File: config.mk
export PLATFORM = sky130hd
export DESIGN_NAME = peer_view_rotating_fanout_flat
export DESIGN_NICKNAME = d
export VERILOG_FILES = /design/src/rtl/pvrf_pkg.sv /design/src/rtl/pvrf_if.sv /design/src/rtl/pvrf_front.sv /design/src/rtl/pvrf_engine.sv /design/src/rtl/peer_view_rotating_fanout.sv /design/src/flat_wrapper.sv
export VERILOG_INCLUDE_DIRS = /design/src /design/src/rtl
export SDC_FILE = /design/constraint.sdc
export NUM_CORES = 2
export LEC_CHECK = 0
export BUFFER_PORTS_ARGS = -buffer_cell sky130_fd_sc_hd__buf_2
export CAP_MARGIN = 0
export CORE_AREA = 2 2 320 322
export CTS_CLUSTER_DIAMETER = 100
export DETAILED_ROUTE_END_ITERATION = 16
export DIE_AREA = 0 0 322 324
export MAX_ROUTING_LAYER = met4
export PLACE_DENSITY = 0.77
export SETUP_SLACK_MARGIN = 0.4
export SYNTH_ARGS = -nofsm -noshare
export SYNTH_HDL_FRONTEND = slang
export SYNTH_SLANG_ARGS = --single-unit
File: constraint.sdc
create_clock -name i_clk -period 9.2 [get_ports i_clk]
set_input_delay 0 -clock i_clk [delete_from_list [all_inputs] [get_ports i_clk]]
set_output_delay 0 -clock i_clk [all_outputs]
set_load 0.1 [all_outputs]
File: src/rtl/peer_view_rotating_fanout_macros.svh
// ----------------------------------------------------------------------------
// Assertion macros for the rotating fan-out table
// Concurrent checks on the block clock. They reduce to nothing when SYNTH is set.
// ----------------------------------------------------------------------------
`ifndef PEER_VIEW_ROTATING_FANOUT_MACROS_SVH
`define PEER_VIEW_ROTATING_FANOUT_MACROS_SVH
`ifndef SYNTH
`define PVRF_ASSERT_IMP(lbl, ante, cons, msg) \
    lbl: assert property (@(posedge i_clk) disable iff (!i_rst_n) (ante) |-> (cons)) \
        else $error(msg);
`define PVRF_ASSERT_NXT(lbl, ante, cons, msg) \
    lbl: assert property (@(posedge i_clk) disable iff (!i_rst_n) (ante) |=> (cons)) \
        else $error(msg);
`else
`define PVRF_ASSERT_IMP(lbl, ante, cons, msg)
`define PVRF_ASSERT_NXT(lbl, ante, cons, msg)
`endif
`endif

File: src/rtl/pvrf_pkg.sv
// ----------------------------------------------------------------------------
// pvrf_pkg
// Shared types and constants of the rotating fan-out table.
// ----------------------------------------------------------------------------
package pvrf_pkg;

    localparam int REQ_W       = 2;
    localparam int FANOUT_W    = 5;
    localparam int SENT_W      = 5;
    localparam int OUT_CNT_W   = 5;
    localparam int MAX_RESULTS = 16;
    localparam int CFG_IDX_W   = 2;
    localparam int CFG_DATA_W  = 64;
    localparam int Q_DEPTH     = 2;
    localparam int Q_PTR_W     = $clog2(Q_DEPTH);

    localparam logic [FANOUT_W-1:0]  FANOUT_RESET = FANOUT_W'(4);
    localparam logic [CFG_IDX_W-1:0] CFG_SELF_ID  = CFG_IDX_W'(0);
    localparam logic [CFG_IDX_W-1:0] CFG_FANOUT   = CFG_IDX_W'(1);

    typedef enum logic [REQ_W-1:0] {
        OP_ADD    = 2'd0,
        OP_REMOVE = 2'd1,
        OP_SEND   = 2'd2,
        OP_NOP    = 2'd3
    } t_op;

    typedef struct packed {
        t_op  op;
        logic excl;
    } t_cmd_ctl;

endpackage

File: src/rtl/pvrf_if.sv
// ----------------------------------------------------------------------------
// pvrf channel interfaces
// Request, response and configuration channels with valid/ready handshakes.
// ----------------------------------------------------------------------------
interface pvrf_req_if #(parameter int ID_W = 64);
    import pvrf_pkg::*;

    logic             valid;
    logic             ready;
    logic [REQ_W-1:0] req_type;
    logic [ID_W-1:0]  peer_id;
    logic             exclude_valid;

    modport source (output valid, req_type, peer_id, exclude_valid, input ready);
    modport sink (input valid, req_type, peer_id, exclude_valid, output ready);
endinterface

interface pvrf_rsp_if #(parameter int ID_W = 64);
    import pvrf_pkg::*;

    logic                 valid;
    logic                 ready;
    logic                 status;
    logic                 dest_valid;
    logic [ID_W-1:0]      dest_peer;
    logic                 last;
    logic [SENT_W-1:0]    sent_so_far;
    logic [OUT_CNT_W-1:0] peer_count;

    modport source (output valid, status, dest_valid, dest_peer, last, sent_so_far,
                    peer_count, input ready);
    modport sink (input valid, status, dest_valid, dest_peer, last, sent_so_far,
                  peer_count, output ready);
endinterface

interface pvrf_cfg_if;
    import pvrf_pkg::*;

    logic                  valid;
    logic                  ready;
    logic [CFG_IDX_W-1:0]  index;
    logic [CFG_DATA_W-1:0] data;

    modport source (output valid, index, data, input ready);
    modport sink (input valid, index, data, output ready);
endinterface

File: src/rtl/pvrf_front.sv
// ----------------------------------------------------------------------------
// pvrf_front
// Accepts request transactions, decodes them and queues them for the engine.
// ----------------------------------------------------------------------------
module pvrf_front #(
    parameter int ID_W = 64
) (
    input  logic               i_clk,
    input  logic               i_rst_n,
    pvrf_req_if.sink           i_req,
    output logic               o_cmd_valid,
    output pvrf_pkg::t_cmd_ctl o_cmd,
    output logic [ID_W-1:0]    o_cmd_id,
    input  logic               i_cmd_ready
);
    import pvrf_pkg::*;

    t_cmd_ctl           r_q_ctl [Q_DEPTH];
    logic [ID_W-1:0]    r_q_id  [Q_DEPTH];
    logic [Q_PTR_W-1:0] r_wr_ptr;
    logic [Q_PTR_W-1:0] r_rd_ptr;
    logic [Q_PTR_W:0]   r_fill;

    t_cmd_ctl in_ctl;
    logic     push;
    logic     pop;

    always_comb begin
        case (i_req.req_type)
            OP_ADD:    in_ctl.op = OP_ADD;
            OP_REMOVE: in_ctl.op = OP_REMOVE;
            OP_SEND:   in_ctl.op = OP_SEND;
            default:   in_ctl.op = OP_NOP;
        endcase
        // The exclusion flag only means something on a send.
        in_ctl.excl = i_req.exclude_valid && (in_ctl.op == OP_SEND);
    end

    assign i_req.ready = (r_fill != (Q_PTR_W + 1)'(Q_DEPTH));
    assign push        = i_req.valid && i_req.ready;
    assign o_cmd_valid = (r_fill != '0);
    assign pop         = o_cmd_valid && i_cmd_ready;
    assign o_cmd       = r_q_ctl[r_rd_ptr];
    assign o_cmd_id    = r_q_id[r_rd_ptr];

    always_ff @(posedge i_clk) begin
        if (push) begin
            r_q_ctl[r_wr_ptr] <= in_ctl;
            r_q_id[r_wr_ptr]  <= i_req.peer_id;
        end
        if (!i_rst_n) begin
            r_wr_ptr <= '0;
            r_rd_ptr <= '0;
            r_fill   <= '0;
        end else begin
            if (push) begin
                r_wr_ptr <= r_wr_ptr + 1'b1;
            end
            if (pop) begin
                r_rd_ptr <= r_rd_ptr + 1'b1;
            end
            if (push && !pop) begin
                r_fill <= r_fill + 1'b1;
            end else if (pop && !push) begin
                r_fill <= r_fill - 1'b1;
            end
        end
    end

endmodule

File: src/rtl/pvrf_engine.sv
// ----------------------------------------------------------------------------
// pvrf_engine
// Holds the peer table and carries out add, remove and send requests.
// ----------------------------------------------------------------------------
module pvrf_engine #(
    parameter int MAX_PEERS = 16,
    parameter int ID_W      = 64
) (
    input  logic                          i_clk,
    input  logic                          i_rst_n,
    input  logic                          i_cmd_valid,
    output logic                          o_cmd_ready,
    input  pvrf_pkg::t_cmd_ctl            i_cmd,
    input  logic [ID_W-1:0]               i_cmd_id,
    input  logic [ID_W-1:0]               i_self_id,
    input  logic [pvrf_pkg::FANOUT_W-1:0] i_fanout,
    pvrf_rsp_if.source                    o_rsp
);
    import pvrf_pkg::*;

    localparam int IDX_W = (MAX_PEERS > 1) ? $clog2(MAX_PEERS) : 1;
    localparam int CNT_W = $clog2(MAX_PEERS + 1);
    localparam int MW    = (CNT_W > SENT_W) ? CNT_W : SENT_W;

    typedef enum logic [2:0] {
        S_IDLE,
        S_SCAN,
        S_REM_RD,
        S_REM_WR,
        S_MOD,
        S_SEND,
        S_FIN
    } t_state;

    // Peer table, one write and one registered read per cycle.
    logic [ID_W-1:0] r_table [MAX_PEERS];
    logic [ID_W-1:0] r_rd_data;
    logic            mem_we;
    logic [IDX_W-1:0] mem_waddr;
    logic [ID_W-1:0] mem_wdata;
    logic [IDX_W-1:0] mem_raddr;

    t_state            r_state,     n_state;
    t_op               r_op,        n_op;
    logic [ID_W-1:0]   r_id,        n_id;
    logic              r_excl,      n_excl;
    logic [CNT_W-1:0]  r_count,     n_count;
    logic [IDX_W-1:0]  r_cursor,    n_cursor;
    logic [IDX_W-1:0]  r_idx,       n_idx;
    logic [CNT_W-1:0]  r_iss,       n_iss;
    logic              r_chk_vld,   n_chk_vld;
    logic [IDX_W-1:0]  r_chk_idx,   n_chk_idx;
    logic [CNT_W-1:0]  r_checked,   n_checked;
    logic              r_found,     n_found;
    logic [IDX_W-1:0]  r_found_idx, n_found_idx;
    logic [SENT_W-1:0] r_sent,      n_sent;
    logic              r_hold_vld,  n_hold_vld;
    logic [ID_W-1:0]   r_hold_id,   n_hold_id;

    logic                 r_out_vld,      n_out_vld;
    logic                 r_out_status,   n_out_status;
    logic                 r_out_dest_vld, n_out_dest_vld;
    logic [ID_W-1:0]      r_out_dest,     n_out_dest;
    logic                 r_out_last,     n_out_last;
    logic [SENT_W-1:0]    r_out_sent,     n_out_sent;
    logic [OUT_CNT_W-1:0] r_out_count,    n_out_count;

    logic              out_free;
    logic              push;
    logic              push_status;
    logic              push_dest_vld;
    logic [ID_W-1:0]   push_dest;
    logic              push_last;
    logic [SENT_W-1:0] push_sent;

    logic [CNT_W-1:0]  last_idx;
    logic [CNT_W-1:0]  idx_inc;
    logic [CNT_W-1:0]  chk_inc;
    logic [IDX_W-1:0]  idx_next;
    logic [IDX_W-1:0]  chk_next;
    logic [MW-1:0]     cap_a;
    logic [MW-1:0]     want_full;
    logic [SENT_W-1:0] want;
    logic              hit;
    logic              stall;
    logic              finish;

    always_ff @(posedge i_clk) begin
        if (mem_we) begin
            r_table[mem_waddr] <= mem_wdata;
        end
        r_rd_data <= r_table[mem_raddr];
    end

    assign o_cmd_ready = (r_state == S_IDLE);
    assign out_free    = !r_out_vld || o_rsp.ready;
    assign last_idx    = r_count - 1'b1;

    // Walk positions wrap at the table count rather than at the table size.
    assign idx_inc  = CNT_W'(r_idx) + 1'b1;
    assign chk_inc  = CNT_W'(r_chk_idx) + 1'b1;
    assign idx_next = (idx_inc == r_count) ? '0 : idx_inc[IDX_W-1:0];
    assign chk_next = (chk_inc == r_count) ? '0 : chk_inc[IDX_W-1:0];

    assign cap_a     = (MW'(i_fanout) < MW'(r_count)) ? MW'(i_fanout) : MW'(r_count);
    assign want_full = (cap_a < MW'(MAX_RESULTS)) ? cap_a : MW'(MAX_RESULTS);
    assign want      = want_full[SENT_W-1:0];

    assign hit    = !(r_excl && (r_rd_data == r_id));
    assign stall  = r_chk_vld && hit && r_hold_vld && !out_free;
    assign finish = r_chk_vld && !stall &&
                    (((r_checked + 1'b1) == r_count) || (hit && ((r_sent + 1'b1) == want)));

    always_comb begin
        n_state     = r_state;
        n_op        = r_op;
        n_id        = r_id;
        n_excl      = r_excl;
        n_count     = r_count;
        n_cursor    = r_cursor;
        n_idx       = r_idx;
        n_iss       = r_iss;
        n_chk_vld   = r_chk_vld;
        n_chk_idx   = r_chk_idx;
        n_checked   = r_checked;
        n_found     = r_found;
        n_found_idx = r_found_idx;
        n_sent      = r_sent;
        n_hold_vld  = r_hold_vld;
        n_hold_id   = r_hold_id;

        mem_we    = 1'b0;
        mem_waddr = '0;
        mem_wdata = r_id;
        mem_raddr = r_idx;

        push          = 1'b0;
        push_status   = 1'b0;
        push_dest_vld = 1'b0;
        push_dest     = '0;
        push_last     = 1'b1;
        push_sent     = '0;

        case (r_state)
            S_IDLE: begin
                if (i_cmd_valid) begin
                    n_op       = i_cmd.op;
                    n_id       = i_cmd_id;
                    n_excl     = i_cmd.excl;
                    n_iss      = '0;
                    n_chk_vld  = 1'b0;
                    n_found    = 1'b0;
                    n_checked  = '0;
                    n_sent     = '0;
                    n_hold_vld = 1'b0;
                    n_idx      = r_cursor;
                    case (i_cmd.op)
                        OP_ADD:    n_state = S_SCAN;
                        OP_REMOVE: n_state = S_SCAN;
                        OP_SEND:   n_state = (r_count == '0) ? S_FIN : S_MOD;
                        default:   n_state = S_FIN;
                    endcase
                end
            end

            S_SCAN: begin
                mem_raddr = r_iss[IDX_W-1:0];
                if (r_iss != r_count) begin
                    n_iss     = r_iss + 1'b1;
                    n_chk_vld = 1'b1;
                    n_chk_idx = r_iss[IDX_W-1:0];
                end else begin
                    n_chk_vld = 1'b0;
                end
                if (r_chk_vld && (r_rd_data == r_id)) begin
                    n_found     = 1'b1;
                    n_found_idx = r_chk_idx;
                end
                if ((r_iss == r_count) && !r_chk_vld) begin
                    if (r_op == OP_REMOVE) begin
                        if (r_found) begin
                            n_state = S_REM_RD;
                        end else if (out_free) begin
                            push    = 1'b1;
                            n_state = S_IDLE;
                        end
                    end else if (out_free) begin
                        if ((r_id != i_self_id) && !r_found) begin
                            if (r_count == CNT_W'(MAX_PEERS)) begin
                                push_status = 1'b1;
                            end else begin
                                mem_we    = 1'b1;
                                mem_waddr = r_count[IDX_W-1:0];
                                n_count   = r_count + 1'b1;
                            end
                        end
                        push    = 1'b1;
                        n_state = S_IDLE;
                    end
                end
            end

            S_REM_RD: begin
                mem_raddr = last_idx[IDX_W-1:0];
                n_state   = S_REM_WR;
            end

            S_REM_WR: begin
                // Keep reading the last entry so the data holds through a stall.
                mem_raddr = last_idx[IDX_W-1:0];
                if (out_free) begin
                    mem_we    = 1'b1;
                    mem_waddr = r_found_idx;
                    mem_wdata = r_rd_data;
                    n_count   = last_idx;
                    push      = 1'b1;
                    n_state   = S_IDLE;
                end
            end

            S_MOD: begin
                // A remove can leave the cursor at or above the count.
                if (CNT_W'(r_idx) >= r_count) begin
                    n_idx = IDX_W'(CNT_W'(r_idx) - r_count);
                end else if (want == '0) begin
                    n_cursor = r_idx;
                    n_state  = S_FIN;
                end else begin
                    n_state = S_SEND;
                end
            end

            S_SEND: begin
                mem_raddr = stall ? r_chk_idx : r_idx;
                if (r_chk_vld && !stall) begin
                    n_checked = r_checked + 1'b1;
                    if (hit) begin
                        // A destination is held back one step so that the final one
                        // can carry the last marker.
                        if (r_hold_vld) begin
                            push          = 1'b1;
                            push_dest_vld = 1'b1;
                            push_dest     = r_hold_id;
                            push_last     = 1'b0;
                            push_sent     = r_sent;
                        end
                        n_hold_vld = 1'b1;
                        n_hold_id  = r_rd_data;
                        n_sent     = r_sent + 1'b1;
                    end
                end
                if (finish) begin
                    n_cursor  = chk_next;
                    n_chk_vld = 1'b0;
                    n_state   = S_FIN;
                end else if (!stall) begin
                    if (r_iss != r_count) begin
                        n_chk_vld = 1'b1;
                        n_chk_idx = r_idx;
                        n_idx     = idx_next;
                        n_iss     = r_iss + 1'b1;
                    end else begin
                        n_chk_vld = 1'b0;
                    end
                end
            end

            S_FIN: begin
                if (out_free) begin
                    push          = 1'b1;
                    push_dest_vld = r_hold_vld;
                    push_dest     = r_hold_vld ? r_hold_id : '0;
                    push_sent     = r_hold_vld ? r_sent : '0;
                    n_state       = S_IDLE;
                end
            end

            default: begin
                n_state = S_IDLE;
            end
        endcase

        n_out_vld      = r_out_vld && !o_rsp.ready;
        n_out_status   = r_out_status;
        n_out_dest_vld = r_out_dest_vld;
        n_out_dest     = r_out_dest;
        n_out_last     = r_out_last;
        n_out_sent     = r_out_sent;
        n_out_count    = r_out_count;
        if (push) begin
            n_out_vld      = 1'b1;
            n_out_status   = push_status;
            n_out_dest_vld = push_dest_vld;
            n_out_dest     = push_dest;
            n_out_last     = push_last;
            n_out_sent     = push_sent;
            n_out_count    = OUT_CNT_W'(n_count);
        end
    end

    always_ff @(posedge i_clk) begin
        r_op           <= n_op;
        r_id           <= n_id;
        r_excl         <= n_excl;
        r_idx          <= n_idx;
        r_iss          <= n_iss;
        r_chk_idx      <= n_chk_idx;
        r_checked      <= n_checked;
        r_found        <= n_found;
        r_found_idx    <= n_found_idx;
        r_sent         <= n_sent;
        r_hold_vld     <= n_hold_vld;
        r_hold_id      <= n_hold_id;
        r_out_status   <= n_out_status;
        r_out_dest_vld <= n_out_dest_vld;
        r_out_dest     <= n_out_dest;
        r_out_last     <= n_out_last;
        r_out_sent     <= n_out_sent;
        r_out_count    <= n_out_count;
        if (!i_rst_n) begin
            r_state   <= S_IDLE;
            r_count   <= '0;
            r_cursor  <= '0;
            r_chk_vld <= 1'b0;
            r_out_vld <= 1'b0;
        end else begin
            r_state   <= n_state;
            r_count   <= n_count;
            r_cursor  <= n_cursor;
            r_chk_vld <= n_chk_vld;
            r_out_vld <= n_out_vld;
        end
    end

    assign o_rsp.valid       = r_out_vld;
    assign o_rsp.status      = r_out_status;
    assign o_rsp.dest_valid  = r_out_dest_vld;
    assign o_rsp.dest_peer   = r_out_dest;
    assign o_rsp.last        = r_out_last;
    assign o_rsp.sent_so_far = r_out_sent;
    assign o_rsp.peer_count  = r_out_count;

endmodule

File: src/rtl/peer_view_rotating_fanout.sv
// ----------------------------------------------------------------------------
// peer_view_rotating_fanout
// Peer table with add, remove and rotating multicast destination selection.
// ----------------------------------------------------------------------------
// Channel  Dir  Handshake    Payload
// i_req    in   valid/ready  req_type, peer_id, exclude_valid
// o_rsp    out  valid/ready  status, dest_valid, dest_peer, last, sent_so_far, peer_count
// i_cfg    in   valid/ready  index, data (ready is always high)
//
// An add or a remove scans the table at one entry per cycle, and a remove that finds its entry
// then moves the last entry into the hole. A send scans from the cursor; when a remove left
// the cursor at or above the count, the count is first subtracted from it until it lies below.
// A send on an empty table, or with a zero fanout, scans nothing.
// The single read port of the peer table paces these scans. Reset is synchronous; it clears
// the count, the cursor and the two-entry request queue, which takes transactions while it
// has room, also while the output register is stalled.
`include "peer_view_rotating_fanout_macros.svh"

module peer_view_rotating_fanout #(
    parameter int MAX_PEERS    = 16,
    parameter int PEER_ID_BITS = 64
) (
    input  logic       i_clk,
    input  logic       i_rst_n,
    pvrf_req_if.sink   i_req,
    pvrf_cfg_if.sink   i_cfg,
    pvrf_rsp_if.source o_rsp
);
    import pvrf_pkg::*;

    logic [CFG_DATA_W-1:0] r_self_id;
    logic [FANOUT_W-1:0]   r_fanout;

    logic                    cmd_valid;
    logic                    cmd_ready;
    t_cmd_ctl                cmd_ctl;
    logic [PEER_ID_BITS-1:0] cmd_id;

    assign i_cfg.ready = 1'b1;

    always_ff @(posedge i_clk) begin
        if (!i_rst_n) begin
            r_self_id <= '0;
            r_fanout  <= FANOUT_RESET;
        end else if (i_cfg.valid) begin
            case (i_cfg.index)
                CFG_SELF_ID: r_self_id <= i_cfg.data;
                CFG_FANOUT:  r_fanout  <= i_cfg.data[FANOUT_W-1:0];
                default: begin
                end
            endcase
        end
    end

    pvrf_front #(
        .ID_W (PEER_ID_BITS)
    ) u_front (
        .i_clk       (i_clk),
        .i_rst_n     (i_rst_n),
        .i_req       (i_req),
        .o_cmd_valid (cmd_valid),
        .o_cmd       (cmd_ctl),
        .o_cmd_id    (cmd_id),
        .i_cmd_ready (cmd_ready)
    );

    pvrf_engine #(
        .MAX_PEERS (MAX_PEERS),
        .ID_W      (PEER_ID_BITS)
    ) u_engine (
        .i_clk       (i_clk),
        .i_rst_n     (i_rst_n),
        .i_cmd_valid (cmd_valid),
        .o_cmd_ready (cmd_ready),
        .i_cmd       (cmd_ctl),
        .i_cmd_id    (cmd_id),
        .i_self_id   (r_self_id[PEER_ID_BITS-1:0]),
        .i_fanout    (r_fanout),
        .o_rsp       (o_rsp)
    );

    `PVRF_ASSERT_IMP(a_dest_counted, o_rsp.valid && o_rsp.dest_valid,
        o_rsp.sent_so_far != '0 && !o_rsp.status, "destination result without a send count")
    `PVRF_ASSERT_IMP(a_empty_result, o_rsp.valid && !o_rsp.dest_valid,
        o_rsp.last && o_rsp.sent_so_far == '0 && o_rsp.dest_peer == '0,
        "non-destination result is not a clean final result")
    `PVRF_ASSERT_IMP(a_full_on_add, o_rsp.valid && o_rsp.status,
        o_rsp.last && !o_rsp.dest_valid, "table full reported on a destination result")
    `PVRF_ASSERT_NXT(a_engine_busy, cmd_valid && cmd_ready, !cmd_ready,
        "engine took a second request in back-to-back cycles")

endmodule

File: src/flat_wrapper.sv
// flat-port wrapper written by rule: the top's interface ports become plain ports
module peer_view_rotating_fanout_flat import pvrf_pkg::*;
#(
    parameter int MAX_PEERS    = 16,
    parameter int PEER_ID_BITS = 64
)
  (i_clk, i_rst_n, i_req_valid, i_req_req_type, i_req_peer_id, i_req_exclude_valid, i_req_ready, i_cfg_valid, i_cfg_index, i_cfg_data, i_cfg_ready, o_rsp_valid, o_rsp_status, o_rsp_dest_valid, o_rsp_dest_peer, o_rsp_last, o_rsp_sent_so_far, o_rsp_peer_count, o_rsp_ready);
  pvrf_req_if #(.ID_W((64))) i_req_i ();
  pvrf_cfg_if i_cfg_i ();
  pvrf_rsp_if #(.ID_W((64))) o_rsp_i ();
  input  logic i_clk;
  input  logic i_rst_n;
  input wire logic [$bits(i_req_i.valid)-1:0] i_req_valid;
  input wire logic [$bits(i_req_i.req_type)-1:0] i_req_req_type;
  input wire logic [$bits(i_req_i.peer_id)-1:0] i_req_peer_id;
  input wire logic [$bits(i_req_i.exclude_valid)-1:0] i_req_exclude_valid;
  output wire logic [$bits(i_req_i.ready)-1:0] i_req_ready;
  input wire logic [$bits(i_cfg_i.valid)-1:0] i_cfg_valid;
  input wire logic [$bits(i_cfg_i.index)-1:0] i_cfg_index;
  input wire logic [$bits(i_cfg_i.data)-1:0] i_cfg_data;
  output wire logic [$bits(i_cfg_i.ready)-1:0] i_cfg_ready;
  output wire logic [$bits(o_rsp_i.valid)-1:0] o_rsp_valid;
  output wire logic [$bits(o_rsp_i.status)-1:0] o_rsp_status;
  output wire logic [$bits(o_rsp_i.dest_valid)-1:0] o_rsp_dest_valid;
  output wire logic [$bits(o_rsp_i.dest_peer)-1:0] o_rsp_dest_peer;
  output wire logic [$bits(o_rsp_i.last)-1:0] o_rsp_last;
  output wire logic [$bits(o_rsp_i.sent_so_far)-1:0] o_rsp_sent_so_far;
  output wire logic [$bits(o_rsp_i.peer_count)-1:0] o_rsp_peer_count;
  input wire logic [$bits(o_rsp_i.ready)-1:0] o_rsp_ready;
  assign i_req_i.valid = i_req_valid;
  assign i_req_i.req_type = i_req_req_type;
  assign i_req_i.peer_id = i_req_peer_id;
  assign i_req_i.exclude_valid = i_req_exclude_valid;
  assign i_req_ready = i_req_i.ready;
  assign i_cfg_i.valid = i_cfg_valid;
  assign i_cfg_i.index = i_cfg_index;
  assign i_cfg_i.data = i_cfg_data;
  assign i_cfg_ready = i_cfg_i.ready;
  assign o_rsp_valid = o_rsp_i.valid;
  assign o_rsp_status = o_rsp_i.status;
  assign o_rsp_dest_valid = o_rsp_i.dest_valid;
  assign o_rsp_dest_peer = o_rsp_i.dest_peer;
  assign o_rsp_last = o_rsp_i.last;
  assign o_rsp_sent_so_far = o_rsp_i.sent_so_far;
  assign o_rsp_peer_count = o_rsp_i.peer_count;
  assign o_rsp_i.ready = o_rsp_ready;
  peer_view_rotating_fanout #(.MAX_PEERS(MAX_PEERS), .PEER_ID_BITS(PEER_ID_BITS)) u_core (.i_clk(i_clk), .i_rst_n(i_rst_n), .i_req(i_req_i), .i_cfg(i_cfg_i), .o_rsp(o_rsp_i));
endmodule
# Word level (Yosys, flattened, before mapping)
# Memories as Yosys holds them, arrays and structs flattened. A register that Yosys moved wholly into a read port is not among the register bits.
# Cells that the tools add are included.
[totals]
mem_bits_rw = 1158
rom_bits = 0
elab_cells = 255
latchBits = 0
reg_bits = 260
mem_count = 3
[classes]
order_cmp = 3
muxes = 106
div_mod_pow = 0
bitwise = 7
reduce_logical = 60
mul = 0
n_addsub = 12
n_shift = 0
eq_ne = 37
[memory_table]
columns = ["memory", "depth", "width", "read_ports", "rd_clocked_by_memory_dff", "wr", "line", "source"]
rows = [
  ["u_core.u_engine.r_table", 16, 64, 1, 1, 1, "pvrf_engine.sv:36", "logic [ID_W-1:0] r_table [MAX_PEERS];"],
  ["u_core.u_front.r_q_id", 2, 64, 1, 1, 1, "pvrf_front.sv:19", "logic [ID_W-1:0] r_q_id [Q_DEPTH];"],
  ["u_core.u_front.r_q_ctl", 2, 3, 1, 1, 1, "pvrf_front.sv:18", "t_cmd_ctl r_q_ctl [Q_DEPTH];"],
]
[op_table]
columns = ["op", "n"]
rows = [
  ["two-way mux 64 bit", 6],
  ["one-hot mux 64 bit (2 select lines)", 1],
  ["two-way mux 5 bit", 19],
  ["two-way mux 4 bit", 21],
  ["equality test 64 bit", 1],
  ["!= test 64 bit", 1],
  ["one-hot mux 5 bit (2 select lines)", 4],
  ["two-way mux 1 bit", 29],
  ["!= test 2 bit, second input constant", 14],
  ["equality test 5 bit", 5],
  ["one-hot mux 4 bit (2 select lines)", 3],
  ["one-hot mux 4 bit (3 select lines)", 2],
  ["two-way mux 3 bit", 7],
  ["adder 5 x 1 -> 5 bit, second input constant", 4],
  ["one-hot mux 3 bit (6 select lines)", 1],
  ["logical AND 1 bit", 16],
  ["AND reduction 4 bit", 4],
  ["one-hot mux 5 bit (3 select lines)", 1],
  ["AND reduction 3 bit", 4],
  ["nonzero test 2 bit", 6],
  ["adder 4 x 1 -> 5 bit, second input constant", 2],
  ["zero test 5 bit", 2],
  ["equality test 3 bit, second input constant", 3],
  ["zero test 1 bit", 9],
  ["31 further kinds", 60],
]

# Logic depth before layout (Yosys ltp)
[logic_depth]
depth_word = 11
mapped_depth = 13

# By module
# A second synthesis with hierarchy kept.
[hier_totals]
cells_unflattened = 4354
hier_area_um2 = 60714.5
[by_module_without_submodules]
columns = ["module", "seq_area_each_um2", "area_per_inst_um2", "n_inst", "cells_per_inst"]
rows = [
  ["pvrf_engine", 39427.8, 52805.6, 1, 3821],
  ["pvrf_front", 4124.0, 5093.6, 1, 235],
  ["peer_view_rotating_fanout", 1381.3, 2815.2, 1, 298],
]

# Worst setup path after synthesis
# No wires, ideal clock.
[synth_path]
path_kind = "reg-to-reg"
startpoint = "register u_core.u_engine.r_count[1]"
endpoint = "register u_core.u_engine.r_out_dest[0], in the netlist u_core.u_engine.o_rsp.dest_peer[0], enable pin"
required_time_ns = 8.582
arrival_time_ns = 7.059
period_less_slack_ns = 7.678
path_slack_ns = 1.522
stages_incl_launch_ff = 9
path_cell_list = "dfxtp_1 clkbuf_1 xor2_1 nor3_1 nand3_1 nor2_1 a21oi_1 o21a_1 o21ai_0"
[synth_between]
elab_chain_cells = 4
[synth_lines]
columns = ["item", "line", "source"]
rows = [
  ["start, declared", "pvrf_engine.sv:47", "logic [CNT_W-1:0] r_count, n_count;"],
  ["start signal, assigned", "pvrf_engine.sv:328", "r_count <= n_count;"],
  ["equality test 5 bit", "pvrf_engine.sv:179", "if ((r_iss == r_count) && !r_chk_vld) begin"],
  ["logical AND 1 bit", "pvrf_engine.sv:179", ""],
  ["two-way mux 1 bit", "pvrf_engine.sv:179", ""],
  ["one-hot mux 1 bit (3 select lines)", "pvrf_engine.sv:144", "case (r_state)"],
  ["via u_core.u_engine.push", "pvrf_engine.sv:69", "logic push;"],
  ["end signal, assigned", "pvrf_engine.sv:316", "r_out_dest <= n_out_dest;"],
  ["end, declared", "pvrf_engine.sv:63", "logic [ID_W-1:0] r_out_dest, n_out_dest;"],
]
# The timed path passes the listed nets, and every way through them passes these cells.
# A chain may end at the register's enable or synchronous reset.

# Worst setup path in the final report
[layout_path]
startpoint = "register u_core.u_engine.r_count[0]"
endpoint = "memory u_core.u_engine.r_table[6][11], enable pin"
[layout_between]
elab_chain_cells = 9
elab_cells_between_ends = 17
classes_between = "2 x eq/ne; 14 x mux; 1 x reduce/logical"
[layout_lines]
columns = ["item", "line", "source"]
rows = [
  ["equality test 5 bit", "pvrf_engine.sv:189", "if (r_count == CNT_W'(MAX_PEERS)) begin"],
  ["two-way mux 1 bit", "pvrf_engine.sv:189", ""],
  ["two-way mux 1 bit", "pvrf_engine.sv:188", "if ((r_id != i_self_id) && !r_found) begin"],
  ["two-way mux 1 bit", "pvrf_engine.sv:187", "end else if (out_free) begin"],
  ["two-way mux 1 bit", "pvrf_engine.sv:180", "if (r_op == OP_REMOVE) begin"],
  ["two-way mux 1 bit", "pvrf_engine.sv:179", ""],
  ["one-hot mux 1 bit (2 select lines)", "pvrf_engine.sv:144", ""],
  ["two-way mux 1 bit", "pvrf_engine.sv:89", "if (mem_we) begin"],
  ["two-way mux 1 bit (not written as such)", "pvrf_engine.sv:90", "r_table[mem_waddr] <= mem_wdata;"],
  ["end, declared", "pvrf_engine.sv:36", ""],
]
# Parallel ways exist; a longest one is shown, timed or not.

==> results.toml <==
[run_status]
outcome = "completed"

[timing]
max_slew_margin = 0.1833
rsz0062_at_grt = "false"
setup-violations-final = 0
worst_pin_slew_ns = 1.225
fin_worst_skew_ns = 0.03162
finalHoldViolations = 0
period_share = 0.5898
postLayoutSetupSlackWorst_ns = 3.774
clock.fmax_ghz = 0.1843
fin_crit_ns = 5.426
fin_tns_setup_ns = 0
slew_violations = 0

[floorplanning]
rows = 117
die_area_um2 = 104300
die_y_um = 324
die_x_um = 322
ioPinCount = 218
initial_utilization = 0.6152
coreArea_um2 = 101000

[detailed_routing]
dr.pass1.iters = 6
route.vias.total = 35390
drc = 0
ant_nets = 0
wl_per_cell_um = 28.38
wl_mm = 162.0
post_drt_via_cell_ratio = 6.202
first_iter_violations = 4511

[power]
p_leak_nw = 26.84
powerDensity_nw_per_um2 = 363.7
max-vdd-ir-drop_mv = 0.7136

[finish]
seqCellArea_um2 = 44940
layout_commonest_cell = "edfxtp_1"
n_fill_cell = 6113
layout-drive-gt1-share = 0.1369
multi_input_area_um2 = 16420
area_growth_pct = 15.87
nNetsFinal = 4419
final_cell_mix = "edfxtp_1 (1395), mux2i_1 (970), nand2_1 (369), dlygate4sd3_1 (234), buf_2 (216)"

[clock_network]
cts_buffers = 151
cts-root-buf = "clkbuf_16"
cts.clk_slew.worst_paths_ns = 0.06
htreeDepth = 4
insertion_delay_ns = 0.77
cts_hold_buf = 234
cts_resized = 0
cts_tree = "built"
numClockSinks = 1547
post_cts_buffers = 0
clock_path_buffers = 3

[placement]
gp_congestion = 0.9205
dp_slack_ns = 3.853
portBuffers = 216
hpwl_mm = 92.54

[global_route]
grt_pass1_vias = 35170
grt_pass1_wl_mm = 232.4
antenna_found_initial = 8
globalRoute.totalOverflow = 0
grt_usage = 0.3198
grt_max_degree = 135

[yosys]
synth.avg_cell_area_um2 = 16.40
yosysWarnings = 0
synth_edf_count = 1395
synthesis.area_um2 = 62140
ys_seq_elements = 1547
synth_top_area_frac = 0.6742
async_flop_share = 0
ys_seq_area_frac = 0.7231
synthCells = 3789
yosys-top-cells-area = "edfxtp_1 (67%), mux2i_1 (16%), dfxtp_1 (4.9%)"
synth_nets = 3945
synthFlopType = "edfxtp_1"
yosysUniqueCellTypes = 70
yosysTopAreaCell = "edfxtp_1"

[worst_setup_path]
crit_arrival_ns = 5.82
crit_type = "reg -> reg"
r2r-start = "u_core.u_engine.r_count[0]$_SDFF_PN0_"
slowest_stage = "dfxtp_1"
slowest_delay_ns = 0.76
reg2reg_depth = 11
r2r_end = "u_core.u_engine.r_table[6][11]$_DFFE_PP_"
startpoint = "u_core.u_engine.r_count[0]$_SDFF_PN0_"
endpoint = "u_core.u_engine.r_table[6][11]$_DFFE_PP_"
path_cells = "xor2_1, nor3_1, nand3_1, nor2_1, and4b_1, nand2_1, o21ai_0, nand2_1, nor2_4, buf_4, buf_4"
startpoint_type = "flop"
cp.required_ns = 9.59
end_kind = "flop"
crit_fanout = 28
regToRegSetupSlack_ns = 3.77

[hold_path]
hp-class = "in -> reg"

[flow_run]
max_cap_violations = 0
==> synthesized netlist by cell type (3+ instances only) <==
cell      number
edfxtp_1    1395
mux2i_1      970
nand2_1      369
dfxtp_1      152
xor2_1       148
a21oi_1       93
and2_1        77
buf_2         76
nor2_1        70
mux2_2        67
clkbuf_1      58
nor4_1        35
buf_4         19
inv_1         18
o21ai_0       18
xnor2_1       18
ha_1          17
nor3_1        15
nand3_1       13
buf_1         12
buf_6         12
nand4_1       12
nand2b_1      10
nor2b_1       10
o21a_1         9
and3_1         7
a22oi_1        6
a21o_1         5
o211ai_1       5
o22ai_1        5
or2_2          5
o221ai_1       4
o31ai_1        4
a221oi_1       3
a31oi_1        3
inv_2          3
nand3b_1       3
nor3b_1        3
o21ai_1        3
==> area by class of cell <==
class / instances / area share
Antenna cell: 7 / 0.0002433
Clock buffer: 211 / 0.05917
Clock inverter: 69 / 0.01062
Inverter: 23 / 0.001217
Multi-Input combinational cell: 2042 / 0.2281
Sequential cell: 1547 / 0.6242
Tap cell: 1309 / 0.02275
Timing Repair Buffer: 498 / 0.05377
==> where the power goes <==
group | leakage [nW] | internal [mW] | total (mW) | switching (mW)
logic | 10.5 | 3.88 | 9.94 | 6.06
registers | 13.9 | 9.19 | 10.0 | 0.828
clock network | 2.45 | 3.57 | 6.23 | 2.65
==> worst min-delay path by stage <==
stage / start / end / slack [ns] / cells past startpoint
2_1_floorplan: i_req_peer_id[0] / u_core.u_front.r_q_id[0][0]$_DFFE_PP_ / 0.1 / 0
3_3_place_gp: i_req_peer_id[9] / u_core.u_front.r_q_id[1][9]$_DFFE_PP_ / 0.19 / 1
3_5_place_dp: i_req_peer_id[40] / u_core.u_front.r_q_id[1][40]$_DFFE_PP_ / 0.19 / 1
4_1_cts: i_req_peer_id[22] / u_core.u_front.r_q_id[1][22]$_DFFE_PP_ / 0.0001 / 2
5_1_grt: i_req_peer_id[22] / u_core.u_front.r_q_id[1][22]$_DFFE_PP_ / 0.02 / 2
6_report: i_req_peer_id[28] / u_core.u_front.r_q_id[1][28]$_DFFE_PP_ / 0.05 / 2
==> through the flow <==
step / power (mW) / std cells / hold slack [ns] / utilization / area [um2]
2_1_floorplan: 17.16 / 3789 / 0.09887 / - / 62140
3_3_place_gp: 19.60 / 5185 / 0.1884 / 0.6397 / 64610
3_5_place_dp: 19.81 / 5185 / 0.1920 / 0.6397 / 64610
4_1_cts: 26.04 / 5699 / 0.00009520 / 0.7126 / 71980
5_1_grt: 27.03 / 5705 / 0.02469 / 0.7127 / 71990
6_report: 26.18 / 5706 / 0.04889 / 0.7128 / 72000
==> critical path: cells and delay by family (launching register included) <==
kind,cells,cell delay [ns]
AND/OR/NAND/NOR,7,2.47
buffers and inverters,2,1.15
flip-flops,1,0.76
AO/OA/AOI/OAI,1,0.50
XOR/XNOR,1,0.14
==> sequential cells by signal (all words and copies together) (netlist names), 2 cells and up, named ones only <==
name / count
u_core.u_engine.r_id: 64
u_core.u_engine.r_checked: 5
u_core.u_engine.r_found_idx: 4
u_core.u_engine.r_hold_id: 64
u_core.u_engine.r_iss: 5
u_core.u_engine.r_idx: 4
u_core.u_engine.o_rsp.dest_peer: 64
u_core.u_engine.r_op: 2
u_core.u_front.r_q_ctl: 6
u_core.u_front.r_fill: 2
u_core.u_engine.r_rd_data: 64
u_core.u_engine.r_state: 3
u_core.r_self_id: 64
u_core.u_engine.r_chk_idx: 4
u_core.u_engine.r_count: 5
u_core.u_engine.r_cursor: 4
u_core.r_fanout: 5
u_core.u_engine.o_rsp.sent_so_far: 5
u_core.u_engine.r_table: 1024
u_core.u_engine.o_rsp.peer_count: 5
u_core.u_front.r_q_id: 128
u_core.u_engine.r_sent: 5
==> kinds of logic after synthesis <==
kind of cell,after synthesis,synth area share
XOR/XNOR,166,0.02340
flip-flops,1547,0.7231
AO/OA/AOI/OAI,183,0.01832
adder cells (fa/ha/maj),18,0.003745
AND/OR/NAND/NOR,636,0.04637
multiplexers,1038,0.1688
other,1,0.00006035
buffers and inverters,200,0.01621
==> routing by layer <==
| layer | global-route usage | share of wire |
|---|---|---|
| met5 | - | 0 |
| met4 | 0.1263 | 0.040 |
| met3 | 0.06175 | 0.097 |
| met2 | 0.4990 | 0.47 |
| met1 | 0.4190 | 0.39 |
(Power assumes the default switching activity.)
